`config.mk`:
```
export PLATFORM = sky130hd
export DESIGN_NAME = pulse_bit_serial_transmitter_unit
export DESIGN_NICKNAME = d
export VERILOG_FILES = /design/src/rtl/pbst_pkg.sv /design/src/rtl/pulse_bit_serial_transmitter_unit.sv /design/src/rtl/pbst_core.sv /design/src/rtl/pbst_out_buf.sv
export SDC_FILE = /design/constraint.sdc
export NUM_CORES = 1
export LEC_CHECK = 0
export BUFFER_PORTS_ARGS = -buffer_cell sky130_fd_sc_hd__buf_2
export CAP_MARGIN = 5
export CORE_ASPECT_RATIO = 0.9
export CORE_MARGIN = 2
export CORE_UTILIZATION = 60
export CTS_CLUSTER_DIAMETER = 40
export CTS_CLUSTER_SIZE = 24
export DETAILED_ROUTE_END_ITERATION = 10
export PLACE_DENSITY = 0.85
export SLEW_MARGIN = 20
export SYNTH_ARGS = -nofsm -noshare
export SYNTH_HDL_FRONTEND = slang
export SYNTH_HIERARCHICAL = 1
export SYNTH_SLANG_ARGS = --single-unit
```
`constraint.sdc`:
```
create_clock -name clock -period 6.8 [get_ports clock]
set_input_delay 0.68 -clock clock [delete_from_list [all_inputs] [get_ports clock]]
set_output_delay 0.68 -clock clock [all_outputs]
set_load 0.01 [all_outputs]
```
`src/rtl/pbst_pkg.sv`:
```
package pbst_pkg;

   // Fixed field widths
   localparam int PULSE_W = 16;
   localparam int GAP_W   = 8;
   localparam int CSR_W   = 16;
   localparam int REQ_W   = 3;
   localparam int LINE_W  = 2;

   // Request codes
   typedef enum logic [REQ_W-1:0] {
      REQ_TICK   = 3'd0,
      REQ_START  = 3'd1,
      REQ_STOP   = 3'd2,
      REQ_PAUSE  = 3'd3,
      REQ_RESUME = 3'd4
   } req_code_type;

   // Line phase
   typedef enum logic [LINE_W-1:0] {
      PHASE_IDLE = 2'd0,
      PHASE_GAP  = 2'd1,
      PHASE_TX   = 2'd2
   } phase_type;

   // Register indexes
   typedef enum logic [0:0] {
      CSR_PULSE_LENGTH = 1'b0,
      CSR_GAP_PERIODS  = 1'b1
   } csr_index_type;

   // Status of the result buffer
   typedef struct packed {
      logic out_valid;
      logic skid_valid;
   } buf_status_type;

endpackage

```
`src/rtl/pulse_bit_serial_transmitter_unit.sv`:
```
// Channel   Direction  Handshake            Payload
// req       in         req_valid/req_stall  req_type, req_tx_word, req_side_mask
// rsp       out        rsp_valid/rsp_stall  rsp_pulse_width, rsp_drive_sides,
//                                           rsp_line_state, rsp_is_paused,
//                                           rsp_sample_window
// csr       in         csr_wr_en            csr_index, csr_wdata
//
// One word per cycle while req_stall is low; the result is formed combinationally
// from the request and state and registered in the output register or skid stage.
// Reset is synchronous and active high; it clears state and the valid flags of both registers.
// A stalled result sits in the output register while one more word lands in
// the skid stage; req_stall rises only while the skid stage is occupied.
module pulse_bit_serial_transmitter_unit #(
   parameter int WORD_BITS  = 16,
   parameter int SIDE_COUNT = 2
) (
   input  logic                          clock,
   input  logic                          reset,
   input  logic                          csr_wr_en,
   input  logic [0:0]                    csr_index,
   input  logic [pbst_pkg::CSR_W-1:0]    csr_wdata,
   input  logic                          req_valid,
   output logic                          req_stall,
   input  logic [pbst_pkg::REQ_W-1:0]    req_type,
   input  logic [WORD_BITS-1:0]          req_tx_word,
   input  logic [SIDE_COUNT-1:0]         req_side_mask,
   output logic                          rsp_valid,
   input  logic                          rsp_stall,
   output logic [pbst_pkg::PULSE_W-1:0]  rsp_pulse_width,
   output logic [SIDE_COUNT-1:0]         rsp_drive_sides,
   output logic [pbst_pkg::LINE_W-1:0]   rsp_line_state,
   output logic                          rsp_is_paused,
   output logic                          rsp_sample_window
);

   localparam int DATA_W = pbst_pkg::PULSE_W + SIDE_COUNT + pbst_pkg::LINE_W + 2;

   logic                         accept;
   logic [pbst_pkg::PULSE_W-1:0] res_pulse_width;
   logic [SIDE_COUNT-1:0]        res_drive_sides;
   logic [pbst_pkg::LINE_W-1:0]  res_line_state;
   logic                         res_is_paused;
   logic                         res_sample_window;
   logic [DATA_W-1:0]            res_data;
   logic [DATA_W-1:0]            out_data;
   pbst_pkg::buf_status_type     buf_status;

   assign accept    = req_valid && !req_stall;
   assign req_stall = buf_status.skid_valid;

   // State update
   pbst_core #(
      .WORD_BITS  (WORD_BITS),
      .SIDE_COUNT (SIDE_COUNT)
   ) u_core (
      .clock             (clock),
      .reset             (reset),
      .csr_wr_en         (csr_wr_en),
      .csr_index         (csr_index),
      .csr_wdata         (csr_wdata),
      .step              (accept),
      .req_type          (req_type),
      .tx_word           (req_tx_word),
      .side_mask         (req_side_mask),
      .res_pulse_width   (res_pulse_width),
      .res_drive_sides   (res_drive_sides),
      .res_line_state    (res_line_state),
      .res_is_paused     (res_is_paused),
      .res_sample_window (res_sample_window)
   );

   assign res_data = {res_pulse_width, res_drive_sides, res_line_state,
                      res_is_paused, res_sample_window};

   // Result register with skid stage
   pbst_out_buf #(
      .DATA_W (DATA_W)
   ) u_out_buf (
      .clock     (clock),
      .reset     (reset),
      .push      (accept),
      .push_data (res_data),
      .pop_stall (rsp_stall),
      .out_data  (out_data),
      .status    (buf_status)
   );

   assign rsp_valid = buf_status.out_valid;
   assign {rsp_pulse_width, rsp_drive_sides, rsp_line_state,
           rsp_is_paused, rsp_sample_window} = out_data;

   // Skid stage only fills behind a held result
   a_skid_behind_out: assert property (@(posedge clock) disable iff (reset)
      buf_status.skid_valid |-> buf_status.out_valid)
      else $error("skid stage holds a word while output register is empty");

   // A word taken while the result stalls must land in the skid stage
   a_stalled_accept: assert property (@(posedge clock) disable iff (reset)
      (accept && rsp_valid && rsp_stall) |=> buf_status.skid_valid)
      else $error("word accepted under stall was not kept");

   // The sample window only opens as the line enters the gap
   a_window_gap: assert property (@(posedge clock) disable iff (reset)
      (rsp_valid && rsp_sample_window) |-> (rsp_line_state == pbst_pkg::PHASE_GAP))
      else $error("sample window outside gap");

   // A paused line is idle
   a_paused_idle: assert property (@(posedge clock) disable iff (reset)
      (rsp_valid && rsp_is_paused) |-> (rsp_line_state == pbst_pkg::PHASE_IDLE))
      else $error("paused line not idle");

endmodule

```
`src/rtl/pbst_core.sv`:
```
module pbst_core #(
   parameter int WORD_BITS  = 16,
   parameter int SIDE_COUNT = 2
) (
   input  logic                          clock,
   input  logic                          reset,
   input  logic                          csr_wr_en,
   input  logic [0:0]                    csr_index,
   input  logic [pbst_pkg::CSR_W-1:0]    csr_wdata,
   input  logic                          step,
   input  logic [pbst_pkg::REQ_W-1:0]    req_type,
   input  logic [WORD_BITS-1:0]          tx_word,
   input  logic [SIDE_COUNT-1:0]         side_mask,
   output logic [pbst_pkg::PULSE_W-1:0]  res_pulse_width,
   output logic [SIDE_COUNT-1:0]         res_drive_sides,
   output logic [pbst_pkg::LINE_W-1:0]   res_line_state,
   output logic                          res_is_paused,
   output logic                          res_sample_window
);

   logic [pbst_pkg::PULSE_W-1:0] pulse_length_ff;
   logic [pbst_pkg::GAP_W-1:0]   gap_periods_ff;

   logic [WORD_BITS-1:0]         shift_word_ff, shift_word_in;
   logic [WORD_BITS-1:0]         buffered_word_ff, buffered_word_in;
   pbst_pkg::phase_type          phase_ff, phase_in;
   logic                         pause_flag_ff, pause_flag_in;
   logic [pbst_pkg::GAP_W-1:0]   gap_count_ff, gap_count_in;
   logic [pbst_pkg::PULSE_W-1:0] current_width_ff, current_width_in;
   logic [SIDE_COUNT-1:0]        enabled_sides_ff, enabled_sides_in;
   logic                         window;

   // Configuration registers
   always_ff @(posedge clock) begin
      if (reset) begin
         pulse_length_ff <= '0;
         gap_periods_ff  <= '0;
      end else if (csr_wr_en) begin
         if (csr_index == pbst_pkg::CSR_PULSE_LENGTH) begin
            pulse_length_ff <= csr_wdata[pbst_pkg::PULSE_W-1:0];
         end else begin
            gap_periods_ff <= csr_wdata[pbst_pkg::GAP_W-1:0];
         end
      end
   end

   // Next state for one request word
   always_comb begin
      shift_word_in    = shift_word_ff;
      buffered_word_in = buffered_word_ff;
      phase_in         = phase_ff;
      pause_flag_in    = pause_flag_ff;
      gap_count_in     = gap_count_ff;
      current_width_in = current_width_ff;
      enabled_sides_in = enabled_sides_ff;
      window           = 1'b0;
      case (req_type)
         pbst_pkg::REQ_TICK: begin
            if (phase_ff == pbst_pkg::PHASE_TX) begin
               if (shift_word_ff == '0) begin
                  // empty register: enter the gap and open the sample window
                  current_width_in = '0;
                  gap_count_in     = gap_periods_ff;
                  phase_in         = pbst_pkg::PHASE_GAP;
                  window           = 1'b1;
               end else begin
                  current_width_in = shift_word_ff[WORD_BITS-1] ? pulse_length_ff : '0;
                  shift_word_in    = {shift_word_ff[WORD_BITS-2:0], 1'b0};
               end
            end else if (phase_ff == pbst_pkg::PHASE_GAP) begin
               if (gap_count_ff == '0) begin
                  shift_word_in = buffered_word_ff;
                  phase_in      = pbst_pkg::PHASE_TX;
               end else begin
                  gap_count_in = gap_count_ff - 1'b1;
               end
            end
         end
         pbst_pkg::REQ_START: begin
            buffered_word_in = tx_word;
            enabled_sides_in = side_mask;
            if (!pause_flag_ff && phase_ff == pbst_pkg::PHASE_IDLE) begin
               shift_word_in = tx_word;
               phase_in      = pbst_pkg::PHASE_TX;
            end
         end
         pbst_pkg::REQ_STOP: begin
            current_width_in = '0;
            enabled_sides_in = '0;
            phase_in         = pbst_pkg::PHASE_IDLE;
         end
         pbst_pkg::REQ_PAUSE: begin
            pause_flag_in    = 1'b1;
            current_width_in = '0;
            enabled_sides_in = '0;
            phase_in         = pbst_pkg::PHASE_IDLE;
         end
         pbst_pkg::REQ_RESUME: begin
            // enable all sides and, from idle, restart with the buffered word
            pause_flag_in    = 1'b0;
            enabled_sides_in = '1;
            if (phase_ff == pbst_pkg::PHASE_IDLE) begin
               shift_word_in = buffered_word_ff;
               phase_in      = pbst_pkg::PHASE_TX;
            end
         end
         default: begin
         end
      endcase
   end

   // Result reports the state after the request
   always_comb begin
      res_pulse_width   = current_width_in;
      res_drive_sides   = enabled_sides_in;
      res_line_state    = phase_in;
      res_is_paused     = pause_flag_in;
      res_sample_window = window;
   end

   // Advance state on each accepted word
   always_ff @(posedge clock) begin
      if (reset) begin
         shift_word_ff    <= '0;
         buffered_word_ff <= '0;
         phase_ff         <= pbst_pkg::PHASE_IDLE;
         pause_flag_ff    <= 1'b0;
         gap_count_ff     <= '0;
         current_width_ff <= '0;
         enabled_sides_ff <= '0;
      end else if (step) begin
         shift_word_ff    <= shift_word_in;
         buffered_word_ff <= buffered_word_in;
         phase_ff         <= phase_in;
         pause_flag_ff    <= pause_flag_in;
         gap_count_ff     <= gap_count_in;
         current_width_ff <= current_width_in;
         enabled_sides_ff <= enabled_sides_in;
      end
   end

endmodule

```
`src/rtl/pbst_out_buf.sv`:
```
module pbst_out_buf #(
   parameter int DATA_W = 22
) (
   input  logic                     clock,
   input  logic                     reset,
   input  logic                     push,
   input  logic [DATA_W-1:0]        push_data,
   input  logic                     pop_stall,
   output logic [DATA_W-1:0]        out_data,
   output pbst_pkg::buf_status_type status
);

   logic              out_valid_ff, out_valid_in;
   logic              skid_valid_ff, skid_valid_in;
   logic [DATA_W-1:0] out_data_ff, out_data_in;
   logic [DATA_W-1:0] skid_data_ff, skid_data_in;
   logic              take;

   assign take = out_valid_ff && !pop_stall;

   // Route a new word to the output register or the skid stage; on a take, refill or empty the output register
   always_comb begin
      out_valid_in  = out_valid_ff;
      skid_valid_in = skid_valid_ff;
      out_data_in   = out_data_ff;
      skid_data_in  = skid_data_ff;
      if (push) begin
         if (!out_valid_ff || take) begin
            out_valid_in = 1'b1;
            out_data_in  = push_data;
         end else begin
            skid_valid_in = 1'b1;
            skid_data_in  = push_data;
         end
      end else if (take) begin
         if (skid_valid_ff) begin
            out_data_in   = skid_data_ff;
            skid_valid_in = 1'b0;
         end else begin
            out_valid_in = 1'b0;
         end
      end
   end

   always_ff @(posedge clock) begin
      if (reset) begin
         out_valid_ff  <= 1'b0;
         skid_valid_ff <= 1'b0;
      end else begin
         out_valid_ff  <= out_valid_in;
         skid_valid_ff <= skid_valid_in;
      end
   end

   always_ff @(posedge clock) begin
      out_data_ff  <= out_data_in;
      skid_data_ff <= skid_data_in;
   end

   assign out_data          = out_data_ff;
   assign status.out_valid  = out_valid_ff;
   assign status.skid_valid = skid_valid_ff;

endmodule

```
Yosys cells after proc, flatten, opt, wreduce, memory -nomap -nowiden
Cells that the tools add are included.
{"block": "classes", "n_mux": 38, "eq_ne": 16, "n_reduce_logical": 26, "addsub": 1, "n_bitwise": 2}
{"op": "two-way mux 16 bit", "n": 9}
{"op": "two-way mux 22 bit", "n": 4}
{"op": "case mux 16 bit (3 select lines)", "n": 1}
{"op": "two-way mux 8 bit", "n": 4}
{"op": "case mux 16 bit (2 select lines)", "n": 1}
{"op": "zero test 16 bit", "n": 1}
{"op": "two-way mux 2 bit", "n": 6}
{"op": "two-way mux 1 bit", "n": 10}
{"op": "AND reduction 2 bit", "n": 5}
{"op": "zero test 8 bit", "n": 1}
{"op": "!= test 2 x 1 -> 1 bit, second input constant", "n": 4}
{"op": "case mux 2 bit (4 select lines)", "n": 1}
{"op": "subtractor 8 x 1 -> 8 bit, second input constant", "n": 1}
{"op": "AND reduction 7 bit", "n": 1}
{"op": "equality test 3 x 2 -> 1 bit, second input constant", "n": 2}
{"op": "!= test 2 bit, second input constant", "n": 3}
{"op": "!= test 3 x 1 -> 1 bit, second input constant", "n": 2}
{"op": "case mux 2 bit (3 select lines)", "n": 1}
{"op": "AND reduction 3 bit", "n": 2}
{"op": "nonzero test 2 bit", "n": 3}
{"op": "AND reduction 5 bit", "n": 1}
{"op": "zero test 1 bit", "n": 4}
{"op": "equality test 3 x 1 -> 1 bit, second input constant", "n": 1}
{"op": "equality test 3 bit, second input constant", "n": 1}
{"op": "other kinds (11)", "n": 14}
{"block": "word_totals", "out_inout_bits": 24, "regBits": 131, "in_bits": 43}

Depth between registers and ports, before layout
{"block": "depth", "depth_word": 7, "depth_mapped": 10, "ltp_nobuf": 8}

By module
The synthesis kept the hierarchy.
{"module": "pbst_core", "area_per_inst_um2": 4302.9, "instances": 1, "cells_per_inst": 539, "seq_area_each_um2": 1701.6}
{"module": "pbst_out_buf", "area_per_inst_um2": 1790.5, "instances": 1, "cells_per_inst": 84, "seq_area_each_um2": 1361.3}
{"module": "pulse_bit_serial_transmitter_unit", "area_per_inst_um2": 13.8, "instances": 1, "cells_per_inst": 1, "seq_area_each_um2": 0.0}

Least setup slack after synthesis
OpenSTA, ideal clock, no wires.
{"block": "synth_timing", "path_type": "input-to-reg", "start": "input port req_valid", "end": "register u_out_buf.out_data_ff[0], in the netlist u_out_buf/out_data[0] (enable)", "setup_ps": 408, "t_required_ps": 6392, "cell_stages": 5, "slack_ps": 4076, "t_arrival_ps": 2316, "cell_sequence": "nor2b_4 buf_6 buf_6 a21oi_1 a21oi_1"}
{"block": "synth_between", "elab_chain_cells": 3}
{"item": "from (decl)", "line_no": "pulse_bit_serial_transmitter_unit.sv:22", "text": "input logic req_valid,"}
{"item": "logical AND 1 bit *", "line_no": "pulse_bit_serial_transmitter_unit.sv:48", "text": "assign accept = req_valid && !req_stall;"}
{"item": "!= test 2 x 1 -> 1 bit (no line) / nonzero test 2 bit (equally long branches)"}
{"item": "AND reduction 3 bit (no line) *"}
{"item": "to (signal assigned)", "line_no": "pbst_out_buf.sv:56", "text": "out_data_ff <= out_data_in;"}
{"item": "to (decl)", "line_no": "pbst_out_buf.sv:15", "text": "logic [DATA_W-1:0] out_data_ff, out_data_in;"}
Every way passes the cells marked *; elsewhere a longest branch is shown, timed or not.
A chain may end at the register's enable or synchronous reset.

Worst setup path after layout
{"block": "layout_timing", "start": "register u_core.phase_ff[0]", "end": "register u_core/current_width_ff[7] (netlist bit)"}
{"block": "layout_between", "elab_chain_cells": 3}
{"item": "from (decl)", "line_no": "pbst_core.sv:26", "text": "pbst_pkg::phase_type phase_ff, phase_in;"}
{"item": "from (signal assigned)", "line_no": "pbst_core.sv:126", "text": "phase_ff <= pbst_pkg::PHASE_IDLE;"}
{"item": "from (signal assigned)", "line_no": "pbst_core.sv:134", "text": "phase_ff <= phase_in;"}
{"item": "equality test 2 bit", "line_no": "pbst_core.sv:59", "text": "if (phase_ff == pbst_pkg::PHASE_TX) begin"}
{"item": "two-way mux 16 bit", "line_no": "pbst_core.sv:59"}
{"item": "case mux 16 bit (2 select lines)", "line_no": "pbst_core.sv:57", "text": "case (req_type)"}
{"item": "to (signal assigned)", "line_no": "pbst_core.sv:137", "text": "current_width_ff <= current_width_in;"}
{"item": "to (decl)", "line_no": "pbst_core.sv:29", "text": "logic [pbst_pkg::PULSE_W-1:0] current_width_ff, current_width_in;"}
Every way passes these cells.

==> run summary <==
Comb pwr share: 10.1%
Initial Util: 62.42%
H-tree Lvls: 4
Number of placed cells counting well taps: 770
CP endpoint kind: register
EDFF count, synth: 44
Max cap viols: 0
Via count: 5029
Num Clock Sinks: 131
WHS: 0.4550 ns
GPL Wtd Cong: 0.8626
GR Util All Layers: 27.14%
Flop pwr share: 43.2%
Hold wc startpoint: u_core/buffered_word_ff[14]
Hold_buf cts: 0
Die width: 110.3 µm
Ant. Diodes: 0
Core ar.: 9784 µm²
Synth cell types: 55
Async set-reset flop share out of synthesis: 0%
Worst R2R End: u_core/current_width_ff[7]
Total power: 2.032 mW
Seq/Total Area, Yosys: 50.15%
Finish-stage setup viols: 0
Initial DRC count: 584
Area of the multi-input gates: 2744 µm²
Cell Rows: 34
Internal power: 1.518 mW
Worst Path Arrival: 3.51 ns
GRT Residual Overflow: 0
First-pass GRT wire length: 23.06 mm
Share of layout cells above drive strength 1: 22.75%
Fill count: 692
Fin nets: 713
Vias per cell: 6.263
Synth Flop Type: dfxtp_1
Syn avg cell area: 9.787 µm²
Critical Path Max Stage Delay: 0.85 ns
Switching power: 0.5137 mW
Post-CTS Resized: 0
Vias in the first global route: 4660
Slowest CP cell: ha_1
I/O Pins: 67
R2R depth: 7
Die H: 99.71 µm
Post-layout instance count excluding filler cells: 803
Worst Hold Class: register to register
Worst endpoint required time: 7.13 ns
TritonCTS clock tree: done
Fmax: 314.0 MHz
Switching share of power: 25.28%
P_leak: 2.532 nW
# port buffers: 66
Worst VDD drop: 0.2167 mV
Post-route antenna net violation count: 0
Final worst path period need: 3.185 ns
Total negative setup slack: 0 ns
Outcome: complete, no violations
Delay-heaviest family, CP: simple AND/OR/NAND/NOR gates
Final hold violations: 0
Synth Instances: 624
Initial DRT Pass Iterations: 6
Dpl hpwl: 8.484 mm
# DRC: 0
R2r setup slk: 3.62 ns
Worst skew pair latency: 0.41 ns
YS warnings: 6
Wire per inst: 17.90 µm
Reg2reg start: u_core/phase_ff[0]
Crit path buffers/inverters: 1
CTS max path bufs: 2
Final setup skew: 0.007919 ns
Worst-path clk slew: 0.06 ns
Syn Std Cell Area: 6107 µm²
Critical path fanouts, max: 29
CP cell instances: inv_1 > ha_1 > nor2b_1 > and3_1 > and2_1 > a22oi_1 > nor2_1
Slew margin rel.: 27.30%
Post-Synthesis Net Count: 673
Power Dens Cells: 290.9 nW/µm²
Initial antenna violation count: 0
Largest net degree at the start of global routing: 89
RSZ-0062 raised after global routing: no
Worst Setup Start Kind: register
CTS root buf: clkbuf_16
Period utilization: 46.84%
Area grow syn2layout: 14.38%
CP Class: register to register
Storage element area: 3063 µm²
Worst Hold End: u_core/buffered_word_ff[14]
Post-CTS Setup Bufs: 0
Number of synthesized register bits: 131
Post-Route WL: 14.37 mm
Slew @ Worst Pin: 1.083 ns
Full die area: 11000 µm²
Clock network power share: 46.8%
Slew Viols, Final: 0
Num CTS Buffers: 17
Hold path cells: 2
[power by group through the flow]
stage | clock network, mW | logic [mW] | registers, mW
final | 0.950 | 0.205 | 0.877
after global routing | 0.996 | 0.222 | 0.880
after CTS | 0.958 | 0.202 | 0.876
after detailed placement | 0 | 0.197 | 0.892
after global placement | 0 | 0.189 | 0.890
after floorplan | 0 | 0.143 | 0.894
[cell usage in the layout, fill, tap and decap left out, drive strengths merged, types with 2 or more instances in the layout]
master  count
nand3      28
nand2b      6
dfxtp      87
mux2       22
ha          6
nor2       50
clkinv      5
nor4        6
bufinv      3
a221oi     15
buf        70
a31oi       2
nor2b       7
nor3        5
and3        5
a22o       19
a22oi      16
edfxtp     44
a21oi      67
clkbuf     17
nand2     108
a211oi     19
o21ai      32
inv        17
[per-layer routing]
| metal | up-vias | track usage [%] | share of wire (%) |
|---|---|---|---|
| met5 | - | 0 | 0 |
| met4 | 0 | 9.135 | 2.1 |
| met3 | 33 | 5.963 | 7.9 |
| met2 | 264 | 42.80 | 48 |
| met1 | 2389 | 37.16 | 42 |
| li1 | 2343 | - | - |
[worst register-to-register path: cells and delay by family (launching register included)]
kind | cells | cell delay [ns]
adders and majority gates | 1 | 0.85
DFF | 1 | 0.34
and+or+nand+nor | 4 | 1.59
buffers and inverters | 1 | 0.11
AOI/OAI and AO/OA | 1 | 0.22
[synth_stat cells (all sizes together) (2+ instances only)]
library cell / n / share of area (%)
inv: 11 / 0.68
nand2b: 6 / 0.61
mux2: 22 / 5.1
a211oi: 19 / 3.9
a21oi: 67 / 5.6
clkbuf: 22 / 1.4
o21ai: 32 / 2.7
dfxtp: 87 / 29
nor2: 50 / 3.1
and3: 5 / 0.51
a22oi: 16 / 2.0
nor2b: 7 / 0.84
a221oi: 15 / 2.2
nand2: 108 / 6.6
a31oi: 2 / 0.20
a22o: 19 / 2.7
nor4: 6 / 1.7
nand3: 28 / 2.3
ha: 6 / 1.2
nor3: 5 / 0.41
edfxtp: 44 / 22
buf: 27 / 3.1
[through the flow]
stage | cell area, µm² | util (%) | setup slack [ns]
after floorplan | 6107 | - | 4.076
after global placement | 6351 | 64.91 | 3.897
after detailed placement | 6351 | 64.91 | 3.688
after CTS | 6973 | 71.27 | 3.650
after global routing | 6985 | 71.39 | 3.368
final | 6985 | 71.39 | 3.615
[cells by family (layout without fill, tap and decap cells)]
| group | count (synthesis) | in the layout | share of synthesized area (%) |
|---|---|---|---|
| flops | 131 | 131 | 50.15 |
| buf+inv | 60 | 113 | 5.101 |
| simple gates | 220 | 220 | 16.98 |
| fa+ha+maj | 6 | 6 | 1.229 |
| mux | 23 | 23 | 5.265 |
| compound gates | 184 | 184 | 21.27 |
[sequential cells by signal, indices dropped and copies added (netlist names)]
signal                   cells
u_core/shift_word_ff        16
u_out_buf/skid_valid_ff      1
u_core/pause_flag_ff         1
u_core/current_width_ff     16
u_out_buf/out_data          22
u_core/gap_periods_ff        8
u_core/pulse_length_ff      16
u_core/gap_count_ff          8
u_out_buf/skid_data_ff      22
u_core/buffered_word_ff     16
u_out_buf/out_valid_ff       1
u_core/phase_ff              2
u_core/enabled_sides_ff      2
[final cells by class]
type | instances | share of cell area [%]
tap | 126 | 2.257
timing repair buffer | 70 | 5.123
multi-input combinational | 433 | 39.28
clock inverter | 15 | 2.812
sequential | 131 | 43.85
inverter | 11 | 0.5911
clock buffer | 17 | 6.090
[how the worst max path moves through the flow]
stage / slack, ns / start / to / cells past startpoint
after floorplan: 4.08 / req_valid / u_out_buf/out_data[0] / 5
after global placement: 3.90 / u_core/phase_ff[0] / u_core/current_width_ff[7] / 7
after detailed placement: 3.69 / u_core/phase_ff[0] / u_core/current_width_ff[8] / 7
after CTS: 3.65 / u_core/phase_ff[0] / u_core/current_width_ff[8] / 7
after global routing: 3.37 / u_core/phase_ff[0] / u_core/current_width_ff[7] / 7
final: 3.62 / u_core/phase_ff[0] / u_core/current_width_ff[7] / 7
(Power assumes the default switching activity.)
